## config.mk

```make
export PLATFORM = sky130hd
export DESIGN_NAME = light_slot_table_core
export DESIGN_NICKNAME = d
export VERILOG_FILES = /design/src/hw/rtl/lst_pkg.sv /design/src/hw/rtl/lst_slot_mem.sv /design/src/hw/rtl/lst_slot_unit.sv /design/src/hw/rtl/light_slot_table_core.sv
export SDC_FILE = /design/constraint.sdc
export NUM_CORES = 2
export LEC_CHECK = 0
export ABC_CLOCK_PERIOD_IN_PS = 30500
export BUFFER_PORTS_ARGS = -buffer_cell sky130_fd_sc_hd__buf_2
export CAP_MARGIN = 25
export CORE_ASPECT_RATIO = 1.5
export CORE_MARGIN = 3
export CORE_UTILIZATION = 48
export CTS_CLUSTER_DIAMETER = 50
export DETAILED_ROUTE_END_ITERATION = 10
export SLEW_MARGIN = 30
export SYNTH_ARGS = -nofsm -noshare
export SYNTH_HDL_FRONTEND = slang
export SYNTH_SLANG_ARGS = --single-unit
```

## constraint.sdc

```tcl
create_clock -name clk -period 30.5 [get_ports clk]
set_input_delay 0 -clock clk [delete_from_list [all_inputs] [get_ports clk]]
set_output_delay 0 -clock clk [all_outputs]
set_load 0.005 [all_outputs]
```

## src/hw/rtl/lst_pkg.sv

```systemverilog
// Shared constants, codes and types of the light slot table.
`default_nettype none

package lst_pkg;

	// Table geometry
	localparam int LIGHT_SLOTS = 32;
	localparam int SLOT_W      = (LIGHT_SLOTS > 1) ? $clog2(LIGHT_SLOTS) : 1;

	// Field widths
	localparam int KEY_W      = 16;
	localparam int TIME_W     = 32;
	localparam int ELAPSED_W  = 16;
	localparam int RADIUS_W   = 20;
	localparam int IDX_W      = 5;
	localparam int PROD_W     = ELAPSED_W + RADIUS_W;
	localparam int LOSS_SHIFT = 10;
	localparam int LOSS_W     = PROD_W - LOSS_SHIFT;

	// Command codes
	localparam logic CMD_ALLOC = 1'b0;
	localparam logic CMD_TICK  = 1'b1;

	typedef enum logic [1:0] {
		HOW_KEY     = 2'd0,
		HOW_EXPIRED = 2'd1,
		HOW_EVICT   = 2'd2,
		HOW_TICK    = 2'd3
	} found_how_t;

	typedef enum logic [2:0] {
		ST_IDLE,
		ST_SCAN,
		ST_DRAIN,
		ST_WRITE,
		ST_DONE
	} seq_state_t;

	typedef struct packed {
		logic [KEY_W-1:0]    key;
		logic [TIME_W-1:0]   expiry;
		logic [RADIUS_W-1:0] radius;
		logic [RADIUS_W-1:0] decay;
	} slot_entry_t;

	typedef struct packed {
		logic              en;
		logic [SLOT_W-1:0] addr;
		slot_entry_t       entry;
	} slot_wr_t;

	typedef struct packed {
		logic              vld;
		logic              key_hit;
		logic              expired;
		logic [SLOT_W-1:0] addr;
	} scan_hit_t;

endpackage

`default_nettype wire

```

## src/hw/rtl/lst_slot_mem.sv

```systemverilog
// Slot storage: one write port, one registered read port, per-entry valid bits.
`default_nettype none

module lst_slot_mem (
	input  wire logic                      clk,
	input  wire logic                      arst_n,
	input  wire lst_pkg::slot_wr_t         wr,
	input  wire logic                      rd_en,
	input  wire logic [lst_pkg::SLOT_W-1:0] rd_addr,
	output lst_pkg::slot_entry_t           rd_data
);

	lst_pkg::slot_entry_t             mem_q [lst_pkg::LIGHT_SLOTS];
	logic [lst_pkg::LIGHT_SLOTS-1:0]  valid_q;
	lst_pkg::slot_entry_t             rd_data_q;
	logic                             rd_valid_q;

	// Write entry data
	always_ff @(posedge clk) begin
		if (wr.en) begin
			mem_q[wr.addr] <= wr.entry;
		end
	end

	// Mark written entries valid; reset empties the table at once
	always_ff @(posedge clk or negedge arst_n) begin
		if (!arst_n) begin
			valid_q <= '0;
		end else if (wr.en) begin
			valid_q[wr.addr] <= 1'b1;
		end
	end

	// Registered read
	always_ff @(posedge clk) begin
		if (rd_en) begin
			rd_data_q  <= mem_q[rd_addr];
			rd_valid_q <= valid_q[rd_addr];
		end
	end

	// Never-written entries read as zero
	assign rd_data = rd_valid_q ? rd_data_q : '0;

endmodule

`default_nettype wire

```

## src/hw/rtl/lst_slot_unit.sv

```systemverilog
// Shared per-slot unit: key and expiry compare, then decay multiply and clamp.
`default_nettype none

module lst_slot_unit (
	input  wire logic                         clk,
	input  wire logic                         arst_n,
	input  wire logic                         rd_en,
	input  wire logic [lst_pkg::SLOT_W-1:0]   rd_addr,
	input  wire lst_pkg::slot_entry_t         entry,
	input  wire logic                         cmd,
	input  wire logic [lst_pkg::KEY_W-1:0]    key,
	input  wire logic [lst_pkg::TIME_W-1:0]   now,
	input  wire logic [lst_pkg::ELAPSED_W-1:0] elapsed,
	output lst_pkg::scan_hit_t                hit,
	output lst_pkg::slot_wr_t                 wr
);

	logic                          v_s1;
	logic [lst_pkg::SLOT_W-1:0]    addr_s1;
	logic                          expired;
	logic                          v_s2;
	logic [lst_pkg::SLOT_W-1:0]    addr_s2;
	lst_pkg::slot_entry_t          entry_s2;
	logic [lst_pkg::PROD_W-1:0]    prod_s2;
	logic [lst_pkg::LOSS_W-1:0]    loss;
	logic [lst_pkg::RADIUS_W-1:0]  new_radius;

	// Track which slot the memory output belongs to
	always_ff @(posedge clk or negedge arst_n) begin
		if (!arst_n) begin
			v_s1 <= 1'b0;
		end else begin
			v_s1 <= rd_en;
		end
	end

	always_ff @(posedge clk) begin
		addr_s1 <= rd_addr;
	end

	// Compare stage
	assign expired     = entry.expiry < now;
	assign hit.vld     = v_s1 && (cmd == lst_pkg::CMD_ALLOC);
	assign hit.key_hit = (key != '0) && (entry.key == key);
	assign hit.expired = expired;
	assign hit.addr    = addr_s1;

	// Multiply stage: only live slots with radius left are written back
	always_ff @(posedge clk or negedge arst_n) begin
		if (!arst_n) begin
			v_s2 <= 1'b0;
		end else begin
			v_s2 <= v_s1 && (cmd == lst_pkg::CMD_TICK) && !expired && (entry.radius != '0);
		end
	end

	always_ff @(posedge clk) begin
		addr_s2  <= addr_s1;
		entry_s2 <= entry;
		prod_s2  <= lst_pkg::PROD_W'(elapsed) * lst_pkg::PROD_W'(entry.decay);
	end

	// Clamp stage
	assign loss       = prod_s2[lst_pkg::PROD_W-1:lst_pkg::LOSS_SHIFT];
	assign new_radius = (loss >= lst_pkg::LOSS_W'(entry_s2.radius)) ? '0
		: entry_s2.radius - loss[lst_pkg::RADIUS_W-1:0];

	assign wr.en           = v_s2;
	assign wr.addr         = addr_s2;
	assign wr.entry.key    = entry_s2.key;
	assign wr.entry.expiry = entry_s2.expiry;
	assign wr.entry.radius = new_radius;
	assign wr.entry.decay  = entry_s2.decay;

endmodule

`default_nettype wire

```

## src/hw/rtl/light_slot_table_core.sv

```systemverilog
// Top level of the light slot table: sequencer, input capture and result register.
//
// channel  dir  tdata (low bit up)                                       tuser
// s_*      in   light_key, now_time, elapsed_time, expiry_time,           command
//               start_radius, decay_rate (136 bits)
// m_*      out  slot_index (5 bits, padded to 8)                          found_how
//
// From transfer to result an item passes the scan, drain, write and done states:
// scan reads each slot in turn through the single read port of the slot memory,
// drain empties the read and multiply stages, write stores an allocated slot and
// done loads a free result register, then returns to idle for the next transfer.
// Reset clears the slot valid bits at once; no clearing pass follows it.
// A result waits in the output register while the next item is taken in; that item
// holds in its final state until the waiting result has been transferred.
`default_nettype none

module light_slot_table_core (
	input  wire logic         clk,
	input  wire logic         arst_n,
	input  wire logic         s_tvalid,
	output logic              s_tready,
	// light_key, now_time, elapsed_time, expiry_time, start_radius, decay_rate
	input  wire logic [135:0] s_tdata,
	// command
	input  wire logic         s_tuser,
	output logic              m_tvalid,
	input  wire logic         m_tready,
	// slot_index, zero pad
	output logic [7:0]        m_tdata,
	// found_how
	output logic [1:0]        m_tuser
);

	localparam int CHOSEN_EXT_W = lst_pkg::SLOT_W + lst_pkg::IDX_W;

	lst_pkg::seq_state_t             state_q, state_d;
	logic [lst_pkg::SLOT_W-1:0]      cnt_q;
	logic                            drain_q;
	logic                            cmd_q;
	logic [lst_pkg::KEY_W-1:0]       key_q;
	logic [lst_pkg::TIME_W-1:0]      now_q;
	logic [lst_pkg::ELAPSED_W-1:0]   elapsed_q;
	lst_pkg::slot_entry_t            new_entry_q;
	logic                            key_found_q, exp_found_q;
	logic [lst_pkg::SLOT_W-1:0]      key_addr_q, exp_addr_q;
	logic                            out_vld_q;
	logic [lst_pkg::IDX_W-1:0]       out_idx_q;
	lst_pkg::found_how_t             out_how_q;

	logic                            accept;
	logic                            scan_last;
	logic                            rd_en;
	logic                            alloc_wr;
	logic                            load_out;
	logic [lst_pkg::SLOT_W-1:0]      chosen;
	lst_pkg::found_how_t             chosen_how;
	logic [CHOSEN_EXT_W-1:0]         chosen_ext;
	lst_pkg::slot_entry_t            rd_data;
	lst_pkg::scan_hit_t              hit;
	lst_pkg::slot_wr_t               unit_wr, mem_wr;

	assign accept    = s_tvalid && s_tready;
	assign scan_last = cnt_q == lst_pkg::SLOT_W'(lst_pkg::LIGHT_SLOTS - 1);

	// Next state
	always_comb begin
		state_d = state_q;
		case (state_q)
			lst_pkg::ST_IDLE:  if (s_tvalid) state_d = lst_pkg::ST_SCAN;
			lst_pkg::ST_SCAN:  if (scan_last) state_d = lst_pkg::ST_DRAIN;
			lst_pkg::ST_DRAIN: if (drain_q) state_d = lst_pkg::ST_WRITE;
			lst_pkg::ST_WRITE: state_d = lst_pkg::ST_DONE;
			lst_pkg::ST_DONE:  if (!out_vld_q || m_tready) state_d = lst_pkg::ST_IDLE;
			default:           state_d = lst_pkg::ST_IDLE;
		endcase
	end

	// Sequencer outputs
	always_comb begin
		s_tready = 1'b0;
		rd_en    = 1'b0;
		alloc_wr = 1'b0;
		load_out = 1'b0;
		case (state_q)
			lst_pkg::ST_IDLE:  s_tready = 1'b1;
			lst_pkg::ST_SCAN:  rd_en = 1'b1;
			lst_pkg::ST_WRITE: alloc_wr = cmd_q == lst_pkg::CMD_ALLOC;
			lst_pkg::ST_DONE:  load_out = !out_vld_q || m_tready;
			default: begin
				s_tready = 1'b0;
			end
		endcase
	end

	// State, scan counter and drain flag
	always_ff @(posedge clk or negedge arst_n) begin
		if (!arst_n) begin
			state_q <= lst_pkg::ST_IDLE;
			cnt_q   <= '0;
			drain_q <= 1'b0;
		end else begin
			state_q <= state_d;
			if (accept) begin
				cnt_q <= '0;
			end else if (rd_en && !scan_last) begin
				cnt_q <= cnt_q + 1'b1;
			end
			drain_q <= (state_q == lst_pkg::ST_DRAIN) && !drain_q;
		end
	end

	// Capture the item on transfer
	always_ff @(posedge clk) begin
		if (accept) begin
			cmd_q              <= s_tuser;
			key_q              <= s_tdata[15:0];
			now_q              <= s_tdata[47:16];
			elapsed_q          <= s_tdata[63:48];
			new_entry_q.key    <= s_tdata[15:0];
			new_entry_q.expiry <= s_tdata[95:64];
			new_entry_q.radius <= s_tdata[115:96];
			new_entry_q.decay  <= s_tdata[135:116];
		end
	end

	// Record the first key match and the first expired slot
	always_ff @(posedge clk or negedge arst_n) begin
		if (!arst_n) begin
			key_found_q <= 1'b0;
			exp_found_q <= 1'b0;
		end else if (accept) begin
			key_found_q <= 1'b0;
			exp_found_q <= 1'b0;
		end else if (hit.vld) begin
			if (hit.key_hit && !key_found_q) begin
				key_found_q <= 1'b1;
			end
			if (hit.expired && !exp_found_q) begin
				exp_found_q <= 1'b1;
			end
		end
	end

	always_ff @(posedge clk) begin
		if (hit.vld && hit.key_hit && !key_found_q) begin
			key_addr_q <= hit.addr;
		end
		if (hit.vld && hit.expired && !exp_found_q) begin
			exp_addr_q <= hit.addr;
		end
	end

	// Pick the slot: key match, then expired, then evict slot 0
	always_comb begin
		if (key_found_q) begin
			chosen     = key_addr_q;
			chosen_how = lst_pkg::HOW_KEY;
		end else if (exp_found_q) begin
			chosen     = exp_addr_q;
			chosen_how = lst_pkg::HOW_EXPIRED;
		end else begin
			chosen     = '0;
			chosen_how = lst_pkg::HOW_EVICT;
		end
	end

	assign chosen_ext = CHOSEN_EXT_W'(chosen);

	// Memory write: allocation load, or decay write-back from the unit
	always_comb begin
		mem_wr = unit_wr;
		if (alloc_wr) begin
			mem_wr.en    = 1'b1;
			mem_wr.addr  = chosen;
			mem_wr.entry = new_entry_q;
		end
	end

	lst_slot_mem u_mem (
		.clk     (clk),
		.arst_n  (arst_n),
		.wr      (mem_wr),
		.rd_en   (rd_en),
		.rd_addr (cnt_q),
		.rd_data (rd_data)
	);

	lst_slot_unit u_unit (
		.clk     (clk),
		.arst_n  (arst_n),
		.rd_en   (rd_en),
		.rd_addr (cnt_q),
		.entry   (rd_data),
		.cmd     (cmd_q),
		.key     (key_q),
		.now     (now_q),
		.elapsed (elapsed_q),
		.hit     (hit),
		.wr      (unit_wr)
	);

	// Result register
	always_ff @(posedge clk or negedge arst_n) begin
		if (!arst_n) begin
			out_vld_q <= 1'b0;
		end else if (load_out) begin
			out_vld_q <= 1'b1;
		end else if (m_tready) begin
			out_vld_q <= 1'b0;
		end
	end

	always_ff @(posedge clk) begin
		if (load_out) begin
			if (cmd_q == lst_pkg::CMD_TICK) begin
				out_idx_q <= '0;
				out_how_q <= lst_pkg::HOW_TICK;
			end else begin
				out_idx_q <= chosen_ext[lst_pkg::IDX_W-1:0];
				out_how_q <= chosen_how;
			end
		end
	end

	assign m_tvalid = out_vld_q;
	assign m_tdata  = {3'b000, out_idx_q};
	assign m_tuser  = out_how_q;

endmodule

`default_nettype wire

```

Yosys cells after proc, flatten, opt, wreduce, memory -nomap -nowiden
Memory sizes are Yosys's and may differ from the RTL's. A register that Yosys moved wholly into a read port is not among the register bits.
Cells that the tools add are included.
{"block": "classes", "n_mul": 1, "muxes": 32, "n_lt_le_gt_ge": 5, "n_reduce_logical": 33, "n_eq_ne": 10, "n_bitwise": 2, "addsub": 2}
{"cell": "$mux W94", "count": 1}
{"cell": "$mux W88", "count": 1}
{"cell": "$mul A16 B20 Y36", "count": 1}
{"cell": "$lt A32 B32 Y1", "count": 1}
{"cell": "$or A32 B32 Y32", "count": 1}
{"cell": "$ge A26 B20 Y1", "count": 1}
{"cell": "$mux W20", "count": 1}
{"cell": "$mux W5", "count": 4}
{"cell": "$reduce_bool A20 Y1", "count": 1}
{"cell": "$sub A20 B20 Y20", "count": 1}
{"cell": "$eq A16 B16 Y1", "count": 1}
{"cell": "$mux W1", "count": 16}
{"cell": "$reduce_bool A16 Y1", "count": 1}
{"cell": "$logic_and A1 B1 Y1", "count": 15}
{"cell": "$pmux W3 S5", "count": 1}
{"cell": "$lt A5 B6 Y1 const B", "count": 2}
{"cell": "$mux W3", "count": 4}
{"cell": "$reduce_bool A2 Y1", "count": 5}
{"cell": "$ne A2 B2 Y1 const B", "count": 4}
{"cell": "$eq A3 B2 Y1 const B", "count": 2}
{"cell": "$logic_not A1 Y1", "count": 6}
{"cell": "$add A5 B1 Y5 const B", "count": 1}
{"cell": "$bmux W1 S5", "count": 1}
{"cell": "$demux W1 S5", "count": 1}
{"cell": "10 further kinds", "count": 12}
{"block": "totals", "regBits": 335, "mem_count": 1, "output_inout_bits": 12, "word_cells": 114, "in_bits": 141, "mem_bits_rw": 2816}
{"name": "u_mem.mem_q", "depth": 32, "width": 88, "read_ports": 1, "rd_clocked_by_memory_dff": 1, "wr": 1, "line": "lst_slot_mem.sv:13", "rtl": "lst_pkg::slot_entry_t mem_q [lst_pkg::LIGHT_SLOTS];"}

Longest topological paths before layout
{"block": "logic_depth", "ltp_word": 8, "mapped_depth": 26}

Cells and area by module
Synthesis repeated with hierarchy kept, for this count alone.
{"block": "hier_totals", "cells_unflattened": 7474, "hier_area_um2": 133946.0}
{"module": "lst_slot_mem", "n_inst": 1, "area_each_um2": 111285.5, "cells_each": 5346}
{"module": "lst_slot_unit", "n_inst": 1, "area_each_um2": 16118.0, "cells_each": 1786}
{"module": "light_slot_table_core", "n_inst": 1, "area_each_um2": 6542.5, "cells_each": 342}

Worst setup path after synthesis
No wires, ideal clock.
{"block": "synth_timing", "path_kind": "register to register", "startpoint": "reg state_q[2]", "endpoint": "reg exp_found_q", "setup_ns": 0.124, "t_arrival_ns": 10.932, "path_stages_with_launch": 4, "slack_ns": 19.445, "period_less_slack_ns": 11.055, "required_time_ns": 30.376, "path_cell_list": "dfrtp_1 clkbuf_1 nor3_1 o21ba_2"}
{"block": "synth_between", "elab_chain_len": 5, "elab_cells_between_ends": 7, "cone_classes": "2 x mux; 5 x reduce/logical"}
{"item": "start: declaration", "line": "light_slot_table_core.sv:36", "rtl": "lst_pkg::seq_state_t state_q, state_d;"}
{"item": "start signal: assignment", "line": "light_slot_table_core.sv:98", "rtl": "state_q <= lst_pkg::ST_IDLE;"}
{"item": "start signal: assignment", "line": "light_slot_table_core.sv:102", "rtl": "state_q <= state_d;"}
{"item": "$logic_not A3 Y1 *", "line": "light_slot_table_core.sv:84", "rtl": "case (state_q)"}
{"item": "$mux W1 *", "line": "light_slot_table_core.sv:84"}
{"item": "$logic_and A1 B1 Y1 *", "line": "light_slot_table_core.sv:62", "rtl": "assign accept = s_tvalid && s_tready;"}
{"item": "net accept", "line": "light_slot_table_core.sv:50", "rtl": "logic accept;"}
{"item": "$reduce_bool A2 Y1 (no source line)"}
{"item": "$reduce_and A2 Y1 (no source line)"}
{"item": "end signal: assignment", "line": "light_slot_table_core.sv:130", "rtl": "exp_found_q <= 1'b0;"}
{"item": "end signal: assignment", "line": "light_slot_table_core.sv:133", "rtl": "exp_found_q <= 1'b0;"}
{"item": "end signal: assignment", "line": "light_slot_table_core.sv:139", "rtl": "exp_found_q <= 1'b1;"}
{"item": "end: declaration", "line": "light_slot_table_core.sv:44", "rtl": "logic key_found_q, exp_found_q;"}
Mark *: on every way through the listed nets, which the timed path passes. The rest lies on a longest branch.
A chain may end at the register's enable or synchronous reset.

Worst setup path in the final report
{"block": "layout_timing", "startpoint": "reg u_mem.rd_valid_q", "endpoint": "reg u_unit.prod_s2[32] (netlist bit)"}
{"block": "layout_between", "elab_chain_len": 2}
{"item": "start: declaration", "line": "lst_slot_mem.sv:16", "rtl": "logic rd_valid_q;"}
{"item": "start signal: assignment", "line": "lst_slot_mem.sv:38", "rtl": "rd_valid_q <= valid_q[rd_addr];"}
{"item": "$mux W88", "line": "lst_slot_mem.sv:43", "rtl": "assign rd_data = rd_valid_q ? rd_data_q : '0;"}
{"item": "$mul A16 B20 Y36", "line": "lst_slot_unit.sv:60", "rtl": "prod_s2 <= lst_pkg::PROD_W'(elapsed) * lst_pkg::PROD_W'(entry.decay);"}
{"item": "end signal: assignment", "line": "lst_slot_unit.sv:60"}
{"item": "end: declaration", "line": "lst_slot_unit.sv:24", "rtl": "logic [lst_pkg::PROD_W-1:0] prod_s2;"}
Every way passes these cells.

==> flow_summary_export.csv <==
group,metric,value,unit
status,status,"finished clean",
global_route,grt_pass1_wl,505000,um
sta,grt_setup_unrepaired,"no",
worst_hold_path,timing.hold.worst.class,"primary input to register",
drt,drt-pass1-iter-count,6,
global_route,gr-total-overflow,0,
sta,fmax,132,MHz
floorplanning,die_w,436,um
global_route,number_of_antenna_violations_at_the_first_check_in_global_routing,9,
critical_path,rr_worst_depth,20,
pwr,total_power,13700,uW
global_route,grt_pass1_vias,70059,
cells_and_area,layout.cells.most_common,"sky130_fd_sc_hd__edfxtp_1",
worst_hold_path,min_delay_path_depth,6,
placement,place.detailed.hpwl,186000,um
global_route,met2_usage,0.431,
cells_and_area,layout.cells.most_common_list,"sky130_fd_sc_hd__edfxtp_1, sky130_fd_sc_hd__mux4_2, sky130_fd_sc_hd__inv_1",
global_route,gr-max-usage-layer,"met2",
sta,fin_tns_setup,0,ns
sta,layout_worst_path_cycle_share,0.249,
critical_path,timing.critical_path.required,31.25,ns
yosys,yosysUniqueCellTypes,67,
floorplanning,die_area,284000,sq um
critical_path,rrSetupSlack,22.91,ns
critical_path,worstReg2RegStart,"u_mem.rd_valid_q",
global_route,grt_usage,0.248,
clocking,cts_inserted_buffers,317,
sta,setup_violations,0,
critical_path,timing.setup.critical_path_class,"register to register",
clocking,cts_max_path_buffers,4,
yosys,async_reset_ff_frac,0.0142,
placement,number_of_i_o_port_buffers,149,
drt,drc_errors,0,
drt,route.antenna.remaining_nets,0,
worst_hold_path,worst_hold_startpoint,"s_tvalid",
cells_and_area,areaGrowthSynthToFinish,14.4,%
clocking,htreeDepth,5,
yosys,postSynthAreaPerCell,20.6,sq um
cells_and_area,share_of_final_layout_standard_cells_stronger_than_drive_strength_1,0.264,
critical_path,critical_path.endpoint_type,"register",
global_route,grt_use_met1,0.330,
drt,total_wire_length,351000,um
drt,drtIter0Drc,7034,
worst_hold_path,timing.hold.worst_endpoint,"state_q[0]",
drt,dr_total_vias,66590,
clocking,clock_sinks,3229,
sta,maxSlewViolCount,0,
pwr,p_leak,0.0521,uW
yosys,synthFlopType,"sky130_fd_sc_hd__edfxtp_1",
clocking,cts_root_buf,"sky130_fd_sc_hd__clkbuf_16",
global_route,pin_count_of_the_biggest_net_entering_global_routing,98,
cells_and_area,fin_area,152000,sq um
drt,route.detailed.wl_per_inst,32.0,um
yosys,postSynthCellCount,6456,
run,cap_viol_max_count,0,
sta,clock-skew-final,0.0530,ns
yosys,synth_enable_flop_cells,3059,
yosys,synth.ff_latch_count,3229,
clocking,clk_latency_worst_skew_pair,0.87,ns
placement,place_congestion,0.881,
critical_path,setup.worst_path.start_class,"register",
floorplanning,start_util,0.483,
yosys,synth_area,133000,sq um
clocking,post_cts.resized_instances,0,
sta,hold_violations,0,
floorplanning,die-height,651,um
floorplanning,std_cell_rows,236,
pwr,ir_worst_vdd,0.0772,mV
sta,time_the_final_worst_path_needs_with_i_o_delays_and_setup,7.59,ns
critical_path,r2r_end,"u_unit.prod_s2[32]",
critical_path,worst_ep_arrival_time,8.34,ns
yosys,proportion_of_synthesized_chip_area_in_sequential_cells,0.717,
critical_path,crit_fanout,89,
sta,worstMarginPinSlew,1.06,ns
pwr,cellPowerDensity,90.2,nW/um^2
clocking,clock_tree_from_tritoncts,"built",
sta,maxSlewHeadroom,0.292,
global_route,grt_util_met3,0.0299,
clocking,worst_setup_hold_path_clk_slew,0.06,ns
floorplanning,fp.coreArea,276000,sq um
floorplanning,design.portCount,153,
placement,placement.cell_area,139000,sq um
cells_and_area,nNetsFinal,7601,
yosys,yosysWarningCount,0,
drt,drt-vias-per-instance,6.07,
==> registers in the layout, summed over array words and instances (netlist names), 16 cells and up <==
signal and flops:
u_mem.rd_data_q 88, elapsed_q 16, u_mem.valid_q 32, u_unit.prod_s2 26, now_q 32, u_unit.entry_s2 20, u_unit.wr 68, new_entry_q 88
u_mem.mem_q 2816
==> per-stage QoR <==
stage / setup slack (ns) / utilization / std cells / hold WS [ns]
final: 22.91 / 0.553 / 10969 / 0.162
after global routing: 22.47 / 0.553 / 10967 / 0.189
after detailed placement: 22.93 / 0.505 / 10121 / 0.127
after floorplan: 19.44 / - / 6458 / -0.296
after CTS: 22.91 / 0.552 / 10963 / 0.100
after global placement: 22.98 / 0.503 / 10108 / 0.118
==> how the worst max path moves through the flow <==
| stage | slack (ns) | cells after the start | endpoint | start |
|---|---|---|---|---|
| after floorplan | 19.44 | 3 | exp_found_q | state_q[2] |
| after global placement | 22.98 | 23 | u_unit.prod_s2[32] | u_mem.rd_valid_q |
| after detailed placement | 22.93 | 21 | u_unit.prod_s2[31] | u_mem.rd_valid_q |
| after CTS | 22.91 | 21 | u_unit.prod_s2[31] | u_mem.rd_valid_q |
| after global routing | 22.47 | 20 | u_unit.prod_s2[32] | u_mem.rd_valid_q |
| final | 22.91 | 20 | u_unit.prod_s2[32] | u_mem.rd_valid_q |
==> metal layers <==
| layer | routed length, um | up-vias |
|---|---|---|
| met5 | 20 | - |
| met2 | 183000 | 2407 |
| li1 | - | 26974 |
| met1 | 138000 | 36653 |
| met3 | 19700 | 554 |
| met4 | 10800 | 2 |
==> power by group <==
group          switching, uW  internal (uW)
combinational           2290           1830
sequential               204           5490
clock                   1670           2260
total                   4160           9590
==> Yosys cell counts (11+ instances only) <==
cell type                  number  area share
sky130_fd_sc_hd__a21o_1        47      0.0026
sky130_fd_sc_hd__a21oi_1       80      0.0030
sky130_fd_sc_hd__a22oi_1       11     0.00062
sky130_fd_sc_hd__and2_1        91      0.0043
sky130_fd_sc_hd__and3_1       145      0.0068
sky130_fd_sc_hd__buf_1         24     0.00068
sky130_fd_sc_hd__buf_2         49      0.0018
sky130_fd_sc_hd__buf_4         23      0.0013
sky130_fd_sc_hd__clkbuf_1     230      0.0065
sky130_fd_sc_hd__dfrtp_1       46      0.0086
sky130_fd_sc_hd__dfxtp_1      124       0.019
sky130_fd_sc_hd__edfxtp_1    3059        0.69
sky130_fd_sc_hd__fa_1         250       0.038
sky130_fd_sc_hd__ha_1         177       0.017
sky130_fd_sc_hd__inv_1        371       0.010
sky130_fd_sc_hd__mux2_2       157       0.013
sky130_fd_sc_hd__mux4_2       890        0.15
sky130_fd_sc_hd__nand2_1      245      0.0069
sky130_fd_sc_hd__nand3_1       28      0.0011
sky130_fd_sc_hd__nand4_1       22      0.0010
sky130_fd_sc_hd__nor2_1        85      0.0024
sky130_fd_sc_hd__nor3_1        19     0.00071
sky130_fd_sc_hd__nor4_1        15     0.00070
sky130_fd_sc_hd__o21ai_0       54      0.0020
sky130_fd_sc_hd__o21bai_1      14     0.00079
sky130_fd_sc_hd__or2_2         34      0.0016
sky130_fd_sc_hd__xnor2_1       35      0.0023
sky130_fd_sc_hd__xor2_1        17      0.0011
==> kinds of logic (layout without fill, tap and decap cells) <==
logic type	count (synthesis)	count (layout)	share of synthesized area
muxes	1051	1051	0.164
and+or+nand+nor	719	719	0.0274
buffers and inverters	701	1520	0.0211
xor gates and xnor gates	52	52	0.00342
AOI/OAI and AO/OA	276	276	0.0134
other	1	6	0.0000281
adders and majority gates	427	427	0.0542
DFF	3229	3229	0.717
==> critical path, cell delays in order, from the launching register on <==
cell and delay, ns:
sky130_fd_sc_hd__edfxtp_1 0.36, sky130_fd_sc_hd__buf_4 0.53, sky130_fd_sc_hd__buf_4 0.83, sky130_fd_sc_hd__and2_1 0.45, sky130_fd_sc_hd__nand2_1 0.12, sky130_fd_sc_hd__fa_1 0.53, sky130_fd_sc_hd__inv_1 0.05, sky130_fd_sc_hd__fa_1 0.44
sky130_fd_sc_hd__fa_1 0.53, sky130_fd_sc_hd__fa_1 0.44, sky130_fd_sc_hd__fa_1 0.49, sky130_fd_sc_hd__inv_1 0.06, sky130_fd_sc_hd__fa_1 0.47, sky130_fd_sc_hd__inv_1 0.07, sky130_fd_sc_hd__ha_1 0.41, sky130_fd_sc_hd__a21o_1 0.22
sky130_fd_sc_hd__a21oi_1 0.22, sky130_fd_sc_hd__nor2_1 0.07, sky130_fd_sc_hd__a2111oi_0 0.71, sky130_fd_sc_hd__o21ai_0 0.24, sky130_fd_sc_hd__xor2_1 0.18
==> repair_timing <==
item,CTS,global route
endpoints found under the hold margin,247,0
setup buffers,0,0
hold buffers,279,0
==> layout make-up <==
type                    count  area, sq um
inverters                 371         1390
flip-flops and latches   3229        95500
repair buffers            586         5140
multi-input cells        2528        35400
diodes                      3         7.51
fillers                 21010       123000
clock inverters           175         1830
clock buffers             388         8520
well taps                3689         4620
Power figures use the tool's default switching activity.
